[config.mk]
export PLATFORM = sky130hd
export DESIGN_NAME = sorted_priority_queue
export DESIGN_NICKNAME = d
export VERILOG_FILES = /design/src/hw/rtl/spq_pkg.sv /design/src/hw/rtl/spq_dp.sv /design/src/hw/rtl/spq_ctrl.sv /design/src/hw/rtl/sorted_priority_queue.sv
export SDC_FILE = /design/constraint.sdc
export NUM_CORES = 1
export LEC_CHECK = 0
export ABC_CLOCK_PERIOD_IN_PS = 8350
export CELL_PAD_IN_SITES_DETAIL_PLACEMENT = 1
export CELL_PAD_IN_SITES_GLOBAL_PLACEMENT = 1
export CORE_MARGIN = 2
export CORE_UTILIZATION = 50
export CTS_BUF_LIST = sky130_fd_sc_hd__clkbuf_16
export DETAILED_ROUTE_END_ITERATION = 10
export DONT_BUFFER_PORTS = 1
export PLACE_DENSITY = 0.68
export RECOVER_POWER = 100
export SLEW_MARGIN = 0
export SYNTH_ARGS = -nofsm -noshare
export SYNTH_HDL_FRONTEND = slang
export SYNTH_SLANG_ARGS = --single-unit
[constraint.sdc]
create_clock -name clk_i -period 8.35 [get_ports clk_i]
set_clock_uncertainty 0.2 [all_clocks]
set_input_delay 0.835 -clock clk_i [delete_from_list [all_inputs] [get_ports clk_i]]
set_output_delay 0.835 -clock clk_i [all_outputs]
set_load 0.05 [all_outputs]
[src/hw/rtl/spq_pkg.sv]
// ----------------------------------------------------------------------------
// spq_pkg: shared definitions for the sorted priority queue
// Capacity, derived widths, result status codes and the command and status
// bundles that pass between the sequencer and the datapath.
// ----------------------------------------------------------------------------
package spq_pkg;

  localparam int unsigned DEPTH = 16;
  localparam int unsigned IDX_W = $clog2(DEPTH);
  localparam int unsigned CNT_W = $clog2(DEPTH + 1);

  localparam logic [CNT_W-1:0] DEPTH_CNT = CNT_W'(DEPTH);

  localparam logic [1:0] ST_DONE  = 2'd0;
  localparam logic [1:0] ST_FULL  = 2'd1;
  localparam logic [1:0] ST_EMPTY = 2'd2;

  localparam logic OP_PUSH = 1'b0;
  localparam logic OP_POP  = 1'b1;

  // Commands from the sequencer to the datapath.
  typedef struct packed {
    logic ld_item;    // capture key and payload, set index to the count
    logic rd_en;      // read the slot just below the index
    logic shift_wr;   // move the read entry one slot back, step the index
    logic new_wr;     // write the new entry at the index
    logic cnt_inc;
    logic cnt_dec;
    logic res_done;   // push finished
    logic res_full;
    logic res_empty;
    logic res_pop;    // pop finished, read data carries the entry
  } spq_cmd_t;

  // Status from the datapath to the sequencer.
  typedef struct packed {
    logic full;
    logic empty;
    logic idx_one;    // index will reach zero after this shift
    logic rd_le;      // read key is not larger than the new key
  } spq_sts_t;

endpackage

[src/hw/rtl/spq_dp.sv]
// ----------------------------------------------------------------------------
// spq_dp: datapath of the sorted priority queue
// Entry memory with one write and one registered read port, the entry count,
// the insertion index, the captured item and the result registers.
// ----------------------------------------------------------------------------
module spq_dp
  import spq_pkg::*;
(
  input  logic                    clk_i,
  input  logic                    rst_ni,
  input  spq_cmd_t                cmd_i,
  output spq_sts_t                sts_o,
  input  logic signed [31:0]      key_i,
  input  logic        [31:0]      payload_i,
  output logic                    done_o,
  output logic        [1:0]       status_o,
  output logic signed [31:0]      out_key_o,
  output logic        [31:0]      out_payload_o,
  output logic        [CNT_W-1:0] count_o
);

  logic [31:0] key_mem [DEPTH];
  logic [31:0] pay_mem [DEPTH];

  logic [CNT_W-1:0] count_q, count_d;
  logic [CNT_W-1:0] idx_q, idx_d;
  logic [CNT_W-1:0] idx_m1;
  logic [31:0]      key_q, pay_q;
  logic [31:0]      rkey_q, rpay_q;

  logic             done_q;
  logic [1:0]       status_q;
  logic [31:0]      okey_q, opay_q;
  logic [CNT_W-1:0] ocnt_q;

  logic             wr_en;
  logic [31:0]      wkey, wpay;

  assign idx_m1 = idx_q - CNT_W'(1);

  // Memory: the write goes to the index, the read comes from one below it.
  assign wr_en = cmd_i.shift_wr | cmd_i.new_wr;
  assign wkey  = cmd_i.shift_wr ? rkey_q : key_q;
  assign wpay  = cmd_i.shift_wr ? rpay_q : pay_q;

  always_ff @(posedge clk_i) begin
    if (wr_en) begin
      key_mem[idx_q[IDX_W-1:0]] <= wkey;
      pay_mem[idx_q[IDX_W-1:0]] <= wpay;
    end
    if (cmd_i.rd_en) begin
      rkey_q <= key_mem[idx_m1[IDX_W-1:0]];
      rpay_q <= pay_mem[idx_m1[IDX_W-1:0]];
    end
  end

  always_ff @(posedge clk_i) begin
    if (cmd_i.ld_item) begin
      key_q <= key_i;
      pay_q <= payload_i;
    end
  end

  always_comb begin
    count_d = count_q;
    if (cmd_i.cnt_inc) begin
      count_d = count_q + CNT_W'(1);
    end else if (cmd_i.cnt_dec) begin
      count_d = count_q - CNT_W'(1);
    end
  end

  always_comb begin
    idx_d = idx_q;
    if (cmd_i.ld_item) begin
      idx_d = count_q;
    end else if (cmd_i.shift_wr) begin
      idx_d = idx_m1;
    end
  end

  always_ff @(posedge clk_i or negedge rst_ni) begin
    if (!rst_ni) begin
      count_q <= '0;
      idx_q   <= '0;
      done_q  <= 1'b0;
    end else begin
      count_q <= count_d;
      idx_q   <= idx_d;
      done_q  <= cmd_i.res_done | cmd_i.res_full | cmd_i.res_empty | cmd_i.res_pop;
    end
  end

  // Result registers; the count shown is the one after the operation.
  always_ff @(posedge clk_i) begin
    okey_q   <= '0;
    opay_q   <= '0;
    status_q <= ST_DONE;
    ocnt_q   <= count_d;
    if (cmd_i.res_full) begin
      status_q <= ST_FULL;
    end else if (cmd_i.res_empty) begin
      status_q <= ST_EMPTY;
    end else if (cmd_i.res_pop) begin
      okey_q <= rkey_q;
      opay_q <= rpay_q;
    end
  end

  assign sts_o.full    = (count_q == DEPTH_CNT);
  assign sts_o.empty   = (count_q == '0);
  assign sts_o.idx_one = (idx_q == CNT_W'(1));
  assign sts_o.rd_le   = ($signed(rkey_q) <= $signed(key_q));

  assign done_o        = done_q;
  assign status_o      = status_q;
  assign out_key_o     = $signed(okey_q);
  assign out_payload_o = opay_q;
  assign count_o       = ocnt_q;

  a_count_bound: assert property (@(posedge clk_i) disable iff (!rst_ni)
    count_q <= DEPTH_CNT)
    else $error("entry count above capacity");

  a_full_count: assert property (@(posedge clk_i) disable iff (!rst_ni)
    (done_q && status_q == ST_FULL) |-> (ocnt_q == DEPTH_CNT))
    else $error("full status with a queue that is not full");

  a_empty_count: assert property (@(posedge clk_i) disable iff (!rst_ni)
    (done_q && status_q == ST_EMPTY) |-> (ocnt_q == '0))
    else $error("empty status with entries held");

  a_shift_range: assert property (@(posedge clk_i) disable iff (!rst_ni)
    cmd_i.shift_wr |-> (idx_q != '0 && idx_q < DEPTH_CNT))
    else $error("shift outside the held entries");

endmodule

[src/hw/rtl/spq_ctrl.sv]
// ----------------------------------------------------------------------------
// spq_ctrl: sequencer of the sorted priority queue
// Walks a push from the back of the queue towards the front, one entry per
// read and compare, and drives the single read of a pop.
// ----------------------------------------------------------------------------
module spq_ctrl
  import spq_pkg::*;
(
  input  logic     clk_i,
  input  logic     rst_ni,
  input  logic     start_i,
  input  logic     op_i,
  output logic     busy_o,
  input  spq_sts_t sts_i,
  output spq_cmd_t cmd_o
);

  localparam logic [2:0] S_IDLE     = 3'd0;
  localparam logic [2:0] S_PUSH_RD  = 3'd1;
  localparam logic [2:0] S_PUSH_CMP = 3'd2;
  localparam logic [2:0] S_PUSH_WR  = 3'd3;
  localparam logic [2:0] S_POP_RD   = 3'd4;
  localparam logic [2:0] S_POP_OUT  = 3'd5;

  logic [2:0] state_q, state_d;

  always_comb begin
    state_d = state_q;
    cmd_o   = '0;
    unique case (state_q)
      S_IDLE: begin
        if (start_i) begin
          cmd_o.ld_item = 1'b1;
          if (op_i == OP_PUSH) begin
            if (sts_i.full) begin
              cmd_o.res_full = 1'b1;
            end else if (sts_i.empty) begin
              state_d = S_PUSH_WR;
            end else begin
              state_d = S_PUSH_RD;
            end
          end else begin
            if (sts_i.empty) begin
              cmd_o.res_empty = 1'b1;
            end else begin
              state_d = S_POP_RD;
            end
          end
        end
      end
      S_PUSH_RD: begin
        cmd_o.rd_en = 1'b1;
        state_d     = S_PUSH_CMP;
      end
      S_PUSH_CMP: begin
        if (sts_i.rd_le) begin
          cmd_o.shift_wr = 1'b1;
          state_d        = sts_i.idx_one ? S_PUSH_WR : S_PUSH_RD;
        end else begin
          cmd_o.new_wr   = 1'b1;
          cmd_o.cnt_inc  = 1'b1;
          cmd_o.res_done = 1'b1;
          state_d        = S_IDLE;
        end
      end
      S_PUSH_WR: begin
        cmd_o.new_wr   = 1'b1;
        cmd_o.cnt_inc  = 1'b1;
        cmd_o.res_done = 1'b1;
        state_d        = S_IDLE;
      end
      S_POP_RD: begin
        cmd_o.rd_en   = 1'b1;
        cmd_o.cnt_dec = 1'b1;
        state_d       = S_POP_OUT;
      end
      S_POP_OUT: begin
        cmd_o.res_pop = 1'b1;
        state_d       = S_IDLE;
      end
      default: begin
        state_d = S_IDLE;
      end
    endcase
  end

  always_ff @(posedge clk_i or negedge rst_ni) begin
    if (!rst_ni) begin
      state_q <= S_IDLE;
    end else begin
      state_q <= state_d;
    end
  end

  assign busy_o = (state_q != S_IDLE);

  a_ld_idle: assert property (@(posedge clk_i) disable iff (!rst_ni)
    cmd_o.ld_item |-> (state_q == S_IDLE))
    else $error("item captured while busy");

  a_pop_seq: assert property (@(posedge clk_i) disable iff (!rst_ni)
    (state_q == S_POP_RD) |=> (state_q == S_POP_OUT))
    else $error("pop read not followed by its result");

  a_one_write: assert property (@(posedge clk_i) disable iff (!rst_ni)
    !(cmd_o.shift_wr && cmd_o.new_wr))
    else $error("two memory writes in one cycle");

endmodule

[src/hw/rtl/sorted_priority_queue.sv]
// ----------------------------------------------------------------------------
// sorted_priority_queue: bounded priority queue kept as a sorted array
// Holds up to DEPTH entries of signed key and 32-bit payload; a pop returns
// the smallest key, oldest first among equal keys.
// ----------------------------------------------------------------------------
// Usage: raise start_i with op_i, key_i and payload_i; the beat is taken at
// a rising edge where start_i is high and busy_o is low. op_i low pushes the
// key and payload, op_i high pops the entry with the smallest key (key_i and
// payload_i are then ignored). Every beat yields exactly one result beat:
// done_o is high for one cycle with status_o, out_key_o, out_payload_o and
// count_o, the count being the number of entries after the operation.
// A push on a full queue or a pop on an empty queue finishes at once: the
// result appears on the next cycle and busy_o never rises.
// A pop reads the entry memory once, then loads the result register. A push
// walks from the back of the queue towards the front through the single
// read port of the entry memory, with a read state and a compare state for
// each entry that moves back. When every held entry moves, a final write
// follows the last shift, then the result; when a larger key stops the
// walk, the new entry is written in the compare state after that read.
// The longest push fills a queue of DEPTH-1 entries.
// A new beat is taken in the cycle the result shows.
// Reset clears the count and the sequencer; the entry memory is not cleared,
// since only slots below the count are ever read. Results cannot be stalled.
// ----------------------------------------------------------------------------
module sorted_priority_queue
  import spq_pkg::*;
(
  input  logic                    clk_i,
  input  logic                    rst_ni,
  input  logic                    start_i,
  output logic                    busy_o,
  input  logic                    op_i,
  input  logic signed [31:0]      key_i,
  input  logic        [31:0]      payload_i,
  output logic                    done_o,
  output logic        [1:0]       status_o,
  output logic signed [31:0]      out_key_o,
  output logic        [31:0]      out_payload_o,
  output logic        [CNT_W-1:0] count_o
);

  // Command and status bundles between the sequencer and the datapath.
  spq_cmd_t cmd;
  spq_sts_t sts;

  // The sequencer decides, per cycle, which memory access and which counter
  // update the datapath performs.
  spq_ctrl u_ctrl (
    .clk_i   (clk_i),
    .rst_ni  (rst_ni),
    .start_i (start_i),
    .op_i    (op_i),
    .busy_o  (busy_o),
    .sts_i   (sts),
    .cmd_o   (cmd)
  );

  // The datapath holds the entries, the count and the result registers.
  spq_dp u_dp (
    .clk_i         (clk_i),
    .rst_ni        (rst_ni),
    .cmd_i         (cmd),
    .sts_o         (sts),
    .key_i         (key_i),
    .payload_i     (payload_i),
    .done_o        (done_o),
    .status_o      (status_o),
    .out_key_o     (out_key_o),
    .out_payload_o (out_payload_o),
    .count_o       (count_o)
  );

endmodule

==> results of run 1 <==
==> kinds of logic after synthesis <==
family / after synthesis
AOI/OAI and AO/OA: 46
xor gates and xnor gates: 9
adders and majority gates: 39
buffers and inverters: 133
DFF: 1237
muxes: 384
and+or+nand+nor: 155
==> placed cells by master, fill, tap and decap left out, drive strengths merged, types with 3 or more instances in the layout <==
cell type / n
a31oi: 5
mux2: 63
nor2: 10
xor2: 3
dlygate4sd3: 66
ha: 39
edfxtp: 1152
o21ai: 10
clkinvlp: 6
inv: 81
dfxtp: 71
nand4: 8
nand2b: 4
o211ai: 3
or3: 3
xnor2: 6
bufinv: 11
nor3: 8
mux4: 320
nand3: 8
clkinv: 41
dfrtp: 14
and3: 3
and2: 81
a21oi: 15
buf: 20
nand2: 18
clkbuf: 151
==> power by group through the flow <==
stage	registers [mW]	clock network (mW)	logic (mW)
finish	8.82	5.63	5.77
global route	8.88	5.95	6.23
CTS	8.79	5.72	5.92
detailed placement	8.91	0	5.87
global placement	8.90	0	5.69
floorplan	8.63	0	4.32
==> timing repair <==
item                                    4_1_cts  5_1_grt
endpoints found under the setup margin        0        0
hold buffers                                 66        0
endpoints found under the hold margin        79        0
==> layout make-up <==
type                    instances  area share (%)
clock buffers                 137            6.48
clock inverters                96            1.39
inverters                      43           0.308
multi-input cells             633            18.4
flip-flops and latches       1237            68.7
well taps                    1243            2.94
repair buffers                100            1.70
==> worst max-delay path by stage <==
stage / to / from / depth (start not counted) / slack (ns)
6_report: u_dp.rpay_q[5] / u_ctrl.state_q[0] / 4 / 2.11
5_1_grt: u_dp.rpay_q[10] / u_dp.idx_q[0] / 5 / 1.63
4_1_cts: u_dp.rpay_q[14] / u_dp.idx_q[0] / 6 / 3.42
3_5_place_dp: u_dp.rkey_q[30] / u_dp.idx_q[0] / 6 / 3.41
3_3_place_gp: u_dp.rpay_q[23] / u_dp.idx_q[0] / 6 / 3.49
2_1_floorplan: u_dp.rkey_q[0] / u_ctrl.state_q[0] / 3 / 4.24
==> layer usage <==
metal	up-vias	routed length [um]	global-route usage [%]
met3	148	7430	4.80
met5	-	11	0
met4	2	2070	6.19
li1	8672	-	-
met1	11400	44700	32.6
met2	797	54300	38.2
==> state kept, by name (all words and copies together) (netlist names) <==
name	count
u_dp.rpay_q	32
u_dp.pay_mem	512
u_dp.status_o	2
u_dp.key_q	32
u_dp.done_o	1
u_dp.count_q	5
u_dp.count_o	5
u_dp.out_key_o	32
u_dp.out_payload_o	32
u_dp.idx_q	5
u_dp.pay_q	32
u_dp.key_mem	512
u_dp.rkey_q	32
u_ctrl.state_q	3
==> worst max-delay path, cell delays in order, from the launching register on <==
cell	delay [ns]
dfrtp_1	0.60
xnor2_1	0.18
nor2_4	0.10
clkbuf_1	1.67
clkbuf_1	2.93
==> metrics by stage <==
| step | hold WS, ns | area (sq um) | utilization, % |
|---|---|---|---|
| 3_3_place_gp | 0.295 | 48100 | 52.4 |
| 3_5_place_dp | 0.277 | 48100 | 52.4 |
| 2_1_floorplan | 0.239 | 46600 | - |
| 6_report | 0.106 | 52900 | 57.5 |
| 4_1_cts | 0.0654 | 53000 | 57.6 |
| 5_1_grt | 0.127 | 52900 | 57.5 |
==> metrics.md, run 1 <==
| Metric | Value |
|---|---|
| DP Cell Count | between 3000 and 4000 |
| Root Driver | clkbuf_16 |
| Final setup margin | 2.11 ns |
| FF-to-FF setup slack | between 2 and 2.5 ns |
| H-tree Lvls | 4 |
| Vias in the first global route | around 22000 |
| CTS Buf Count | 130 |
| Pre-antenna DRT Iters | 5 |
| Unique masters post-synth | 50 |
| # diodes | 0 |
| RR Startpoint | u_ctrl.state_q[0] |
| GP Congestion | approximately 0.74 |
| Nets | roughly 2300 |
| Worst Max-Slew Pin Slew | slightly above 4 ns |
| Synth top area share | around 74% |
| Largest net degree at the start of global routing | 141 |
| Peak supply drop | roughly 420 uV |
| CP endpoint kind | flop |
| CTS max path bufs | 3 |
| Synth Area in Adders | 1.05% |
| Post-synthesis compound-gate area fraction | 0.623% |
| Dpl hpwl | roughly 53000 um |
| HP Start | op_i |
| Setup bufs post-CTS | 0 |
| Vert. Die Dim | between 300 and 400 um |
| Hold Path Sink | u_dp.status_o[1] |
| Synth top area cells | edfxtp_1 74%, mux4_2 15%, dfxtp_1 3.1%, mux2_2 1.3%, and2_1 1.1% |
| RSZ-0062 raised after global routing | no |
| Count of state elements after synthesis | approximately 1200 |
| Clock share of power | ~28% |
| Multi-input logic area | roughly 0.0097 sq mm |
| Final setup fails | 0 |
| Post-route insts no fill | approximately 3500 |
| Reg-to-reg endpoint | u_dp.rpay_q[5] |
| Gr usage total | between 20% and 30% |
| Reg2reg path depth | 4 |
| Final period util | 74.8% |
| First-pass GRT wire length | roughly 160000 um |
| Rows | about 110 |
| Hold Path Cell Cnt | 2 |
| Post-CTS Resized | 0 |
| I/O pin cnt | between 100 and 150 |
| Via count | 21000 |
| Most common flop cell mapped by yosys | edfxtp_1 |
| Async SR Flop Fraction | 1.13% |
| Largest family of logic cells by synthesized area | multiplexers |
| Sequential-to-total area share from yosys stat | between 70% and 80% |
| Synth Area in Simple Gates | 1.93% |
| Share of layout cells above drive strength 1 | approximately a quarter |
| Max_cap viols | 24 |
| Routed Wire Length | ~110000 um |
| PwrDens | 382 mW/mm^2 |
| Overall die area | about 0.096 sq mm |
| Synth top cells by count | 1152 x edfxtp_1, 320 x mux4_2, 81 x and2_1 |
| Sw frac | 30.1% |
| Final Hold Vio Count | 0 |
| Synth Area in XOR/XNOR | less than 1% |
| Post-route DRC violation count | 0 |
| Fmax | 160 MHz |
| Synthesized net count | 2110 |
| Reg clk slew, reported paths | ~0.05 ns |
| Starting Density | around half |
| Synth area leader | edfxtp_1 |
| Die width | 309 um |
| Req. time, crit path | approximately 8.4 ns |
| Pwr Total | 20.2 mW |
| Gr ovfl total | 0 |
| Run status | finished, violations left |
| Wire per inst | 31.1 um |
| Min-Delay Path Class | in2reg |
| Crit Path Class | reg2reg |
| Antenna violations before repair | 2 |
| Leakage power | 17.0 nW |
| Seq. cell area | around 0.036 sq mm |
| Synth warn | 0 |
| DP Worst Slack | approximately 3.4 ns |
| Crit path max fanout | 40 |
| Mux share of post-synthesis cell area | 17.0% |
| Post-Syn Instances | about 2000 |
| EDFF count, synth | 1152 |
| Clk_lat worst skew | 0.73 ns |
| Port buffer count | 0 |
| Total negative setup slack | 0 ns |
| Vias/cell | around 6 |
| Comb pwr share | ~29% |
| Syn-to-layout area delta | 13.6% |
| Final min period | 6.24 ns |
| Psw | between 6 and 7 mW |
| FILL cells | 7651 |
| Core ar. | ~0.092 sq mm |
| Slew headroom | -168% |
| Most common cell in the netlist | edfxtp_1 |
| Synthesized cell area | roughly 0.047 sq mm |
| Worst path arrival time | 6.28 ns |
| Sequential power share | 43.6% |
| Internal power | 14.1 mW |
| CTS tree | yes |
| DRT iter0 DRCs | 2256 |
| Syn_area_per_cell | about 23 sq um |
| Max-slew violations | 811 |
| Failing checks | capacitance limit, slew limit |
| Post-route ant nets | 0 |
| CTS sink cnt | about 1200 |
| Crit start category | flop |
(Power assumes the default switching activity.)
==> run 2: changes to the inputs <==
ABC_CLOCK_PERIOD_IN_PS = 6000   (was 8350)
clock period = 6 ns   (was 8.35 ns; I/O delays follow)
==> run 2 against run 1 <==
  * The run still ends with capacitance limit, slew limit left
  * Sequential cell count unchanged
  * Sequential power rose by 37%
  * Total power grew 38%
  * Worst setup slack got worse by 1.1 ns
  * Cell count rose by 0.40%
  * Utilization fell by 0.053 points
  * Routed wire length is 0.63% higher
  * Maximum frequency up 24%
  * Critical path depth unchanged
  * Non-clock buffer count increased by 9
  * Sequential share of layout area increased by 0.070 points
  * Via count increased by 0.62%
  * Largest cell class unchanged
  * Largest power group unchanged
  * Highest routed layer is now met4
==> metrics.md, run 2 (synthesis gave the netlist of run 1 again) <==
| Metric | Value |
|---|---|
| Final Hold Vio Count | 0 (unchanged) |
| Hold Path Sink | u_ctrl.state_q[1] (was u_dp.status_o[1]) |
| DRT iter0 DRCs | 2250 (was 2256) |
| Failing checks | capacitance limit, slew limit (unchanged) |
| RSZ-0062 raised after global routing | no (unchanged) |
| Peak supply drop | 503 uV (was 422 uV) |
| First-pass GRT wire length | 159000 um (was 157000 um) |
| Slew headroom | -85.9% (was -168%) |
| Gr usage total | 23.6% (was 23.4%) |
| CP max stage cell | and2_0 (was clkbuf_1) |
| CTS sink cnt | 1237 (unchanged) |
| Overall die area | 0.0956 sq mm (unchanged) |
| Final min period | 5.04 ns (was 6.24 ns) |
| RR Startpoint | u_ctrl.state_q[1] (was u_ctrl.state_q[0]) |
| Vias/cell | 6.05 (was 6.03) |
| Seq. cell area | 0.0364 sq mm (about the same) |
| Clk_lat worst skew | 0.73 ns (about the same) |
| Die width | 309 um (unchanged) |
| Antenna violations before repair | 5 (was 2) |
| Leakage power | 17.0 nW (about the same) |
| I/O pin cnt | 141 (unchanged) |
| Post-route DRC violation count | 0 (unchanged) |
| Largest net degree at the start of global routing | 111 (was 141) |
| H-tree Lvls | 4 (unchanged) |
| CP endpoint kind | flop (unchanged) |
| Crit start category | flop (unchanged) |
| Core ar. | 0.0919 sq mm (unchanged) |
| GP Congestion | 0.754 (was 0.737) |
| Worst Max-Slew Pin Slew | 2.79 ns (was 4.02 ns) |
| CP peak stage delay | 2.05 ns (was 2.93 ns) |
| Final period util | 84.0% (was 74.8%) |
| Crit-path cells | nor2b_1, and3_1, and2_0, clkbuf_2 (was xnor2_1, nor2_4, clkbuf_1, clkbuf_1) |
| Final setup fails | 0 (unchanged) |
| Wire per inst | 31.1 um (about the same) |
| Via count | 21200 (was 21000) |
| Most frequent cells in the layout | 1152 x edfxtp_1, 320 x mux4_2, 134 x clkbuf_16 (was 1152 x edfxtp_1, 320 x mux4_2, 137 x clkbuf_16) |
| Pwr Total | 27.9 mW (was 20.2 mW) |
| CTS tree | yes (unchanged) |
| Multi-input logic area | 0.00976 sq mm (was 0.00975 sq mm) |
| Min-Delay Path Class | in2reg (unchanged) |
| Run status | finished, violations left (unchanged) |
| CTS Buf Count | 130 (unchanged) |
| Crit Path Class | reg2reg (unchanged) |
| Syn-to-layout area delta | 13.5% (was 13.6%) |
| Hold Path Cell Cnt | 3 (was 2) |
| Port buffer count | 0 (unchanged) |
| PwrDens | 527 mW/mm^2 (was 382 mW/mm^2) |
| Worst path arrival time | 5.18 ns (was 6.28 ns) |
| Reg-to-reg endpoint | u_dp.pay_mem[12][19] (was u_dp.rpay_q[5]) |
| Crit path max fanout | 23 (was 40) |
| Max_cap viols | 16 (was 24) |
| # diodes | 0 (unchanged) |
| Vert. Die Dim | 309 um (unchanged) |
| FF-to-FF setup slack | 0.96 ns (was 2.11 ns) |
| Rows | 111 (unchanged) |
| Nets | 2261 (was 2252) |
| Starting Density | 50.7% (unchanged) |
| Pre-antenna DRT Iters | 5 (unchanged) |
| Post-route ant nets | 0 (unchanged) |
| Total negative setup slack | 0 ns (unchanged) |
| Root Driver | clkbuf_16 (unchanged) |
| Req. time, crit path | 6.14 ns (was 8.38 ns) |
| Share of layout cells above drive strength 1 | 24.0% (was 23.9%) |
| Gr ovfl total | 0 (unchanged) |
| Fmax | 198 MHz (was 160 MHz) |
| Routed Wire Length | 109000 um (was 108000 um) |
| CTS max path bufs | 3 (unchanged) |
| HP Start | start_i (was op_i) |
| Vias in the first global route | 22600 (was 22400) |
| FILL cells | 7675 (was 7651) |
| Commonest non-fill, non-tap cell in the layout | edfxtp_1 (unchanged) |
| Reg clk slew, reported paths | 0.06 ns (was 0.05 ns) |
| Max-slew violations | 511 (was 811) |
| Dpl hpwl | 56000 um (was 53300 um) |
| Reg2reg path depth | 4 (unchanged) |
-- run 2: cell count changes in the layout (fill, tap and decap cells not counted), sizes merged --
cell / before / now
clkbuf: 151 / 155
clkinv: 41 / 51
inv: 81 / 88
buf: 20 / 21
dlygate4sd3: 66 / 67
bufinv: 11 / 5
clkinvlp: 6 / 3
-- run 2: layer usage --
layer / vias to the layer above / wire length, um / global-route usage, %
li1: 8692 / - / -
met1: 11500 / 46500 / 33.8
met3: 176 / 6450 / 4.01
met5: - / 0 / 0
met4: 0 / 2520 / 6.97
met2: 792 / 53700 / 37.7
-- run 2: layout make-up --
type	instances	share of cell area [%]
Tap cell	1243	2.94
Sequential cell	1237	68.8
Clock buffer	134	6.35
Multi-Input combinational cell	633	18.5
Inverter	43	0.308
Clock inverter	104	1.25
Timing Repair Buffer	109	1.86
-- run 2: per-stage QoR --
| step | std cells | hold slack (ns) | instance area [sq um] | worst slack [ns] | utilization (%) |
|---|---|---|---|---|---|
| final | 3503 | 0.0640 | 52800 | 0.959 | 57.5 |
| after global routing | 3503 | 0.0770 | 52800 | 0.652 | 57.5 |
| after CTS | 3503 | 0.0280 | 53000 | 1.43 | 57.6 |
| after detailed placement | 3198 | 0.105 | 48300 | 1.45 | 52.5 |
| after global placement | 3198 | 0.105 | 48300 | 1.55 | 52.5 |
| after floorplan | 2003 | 0.104 | 46600 | 1.89 | - |
-- run 2: where the power goes --
part / internal (mW) / switching (mW)
registers: 11.4 / 0.712
clock network: 4.27 / 3.24
logic: 3.70 / 4.55
total: 19.4 / 8.50
-- run 2: how the worst max path moves through the flow --
stage	end	from	cells past startpoint
2_1_floorplan	u_dp.rkey_q[0]	u_ctrl.state_q[0]	3
3_3_place_gp	u_dp.key_mem[8][13]	u_dp.rkey_q[7]	9
3_5_place_dp	u_dp.key_mem[1][11]	u_dp.rkey_q[7]	9
4_1_cts	u_dp.key_mem[5][14]	u_dp.rkey_q[7]	9
5_1_grt	u_dp.pay_mem[11][22]	u_dp.idx_q[0]	4
6_report	u_dp.pay_mem[12][19]	u_ctrl.state_q[1]	4
-- run 2: worst max-delay path, delay by kind of cell (launching register included) --
kind          cells  cell delay, ns
simple gates      3            2.94
buf+inv           1            0.96
flops             1            0.54
-- run 2: timing repair --
| item | CTS | global route |
|---|---|---|
| hold buffers | 67 | 0 |
| endpoints found under the hold margin | 83 | 0 |
| buffers inserted | 0 | 0 |
| setup endpoints to repair | 0 | 0 |
| resized for setup | 0 | 0 |
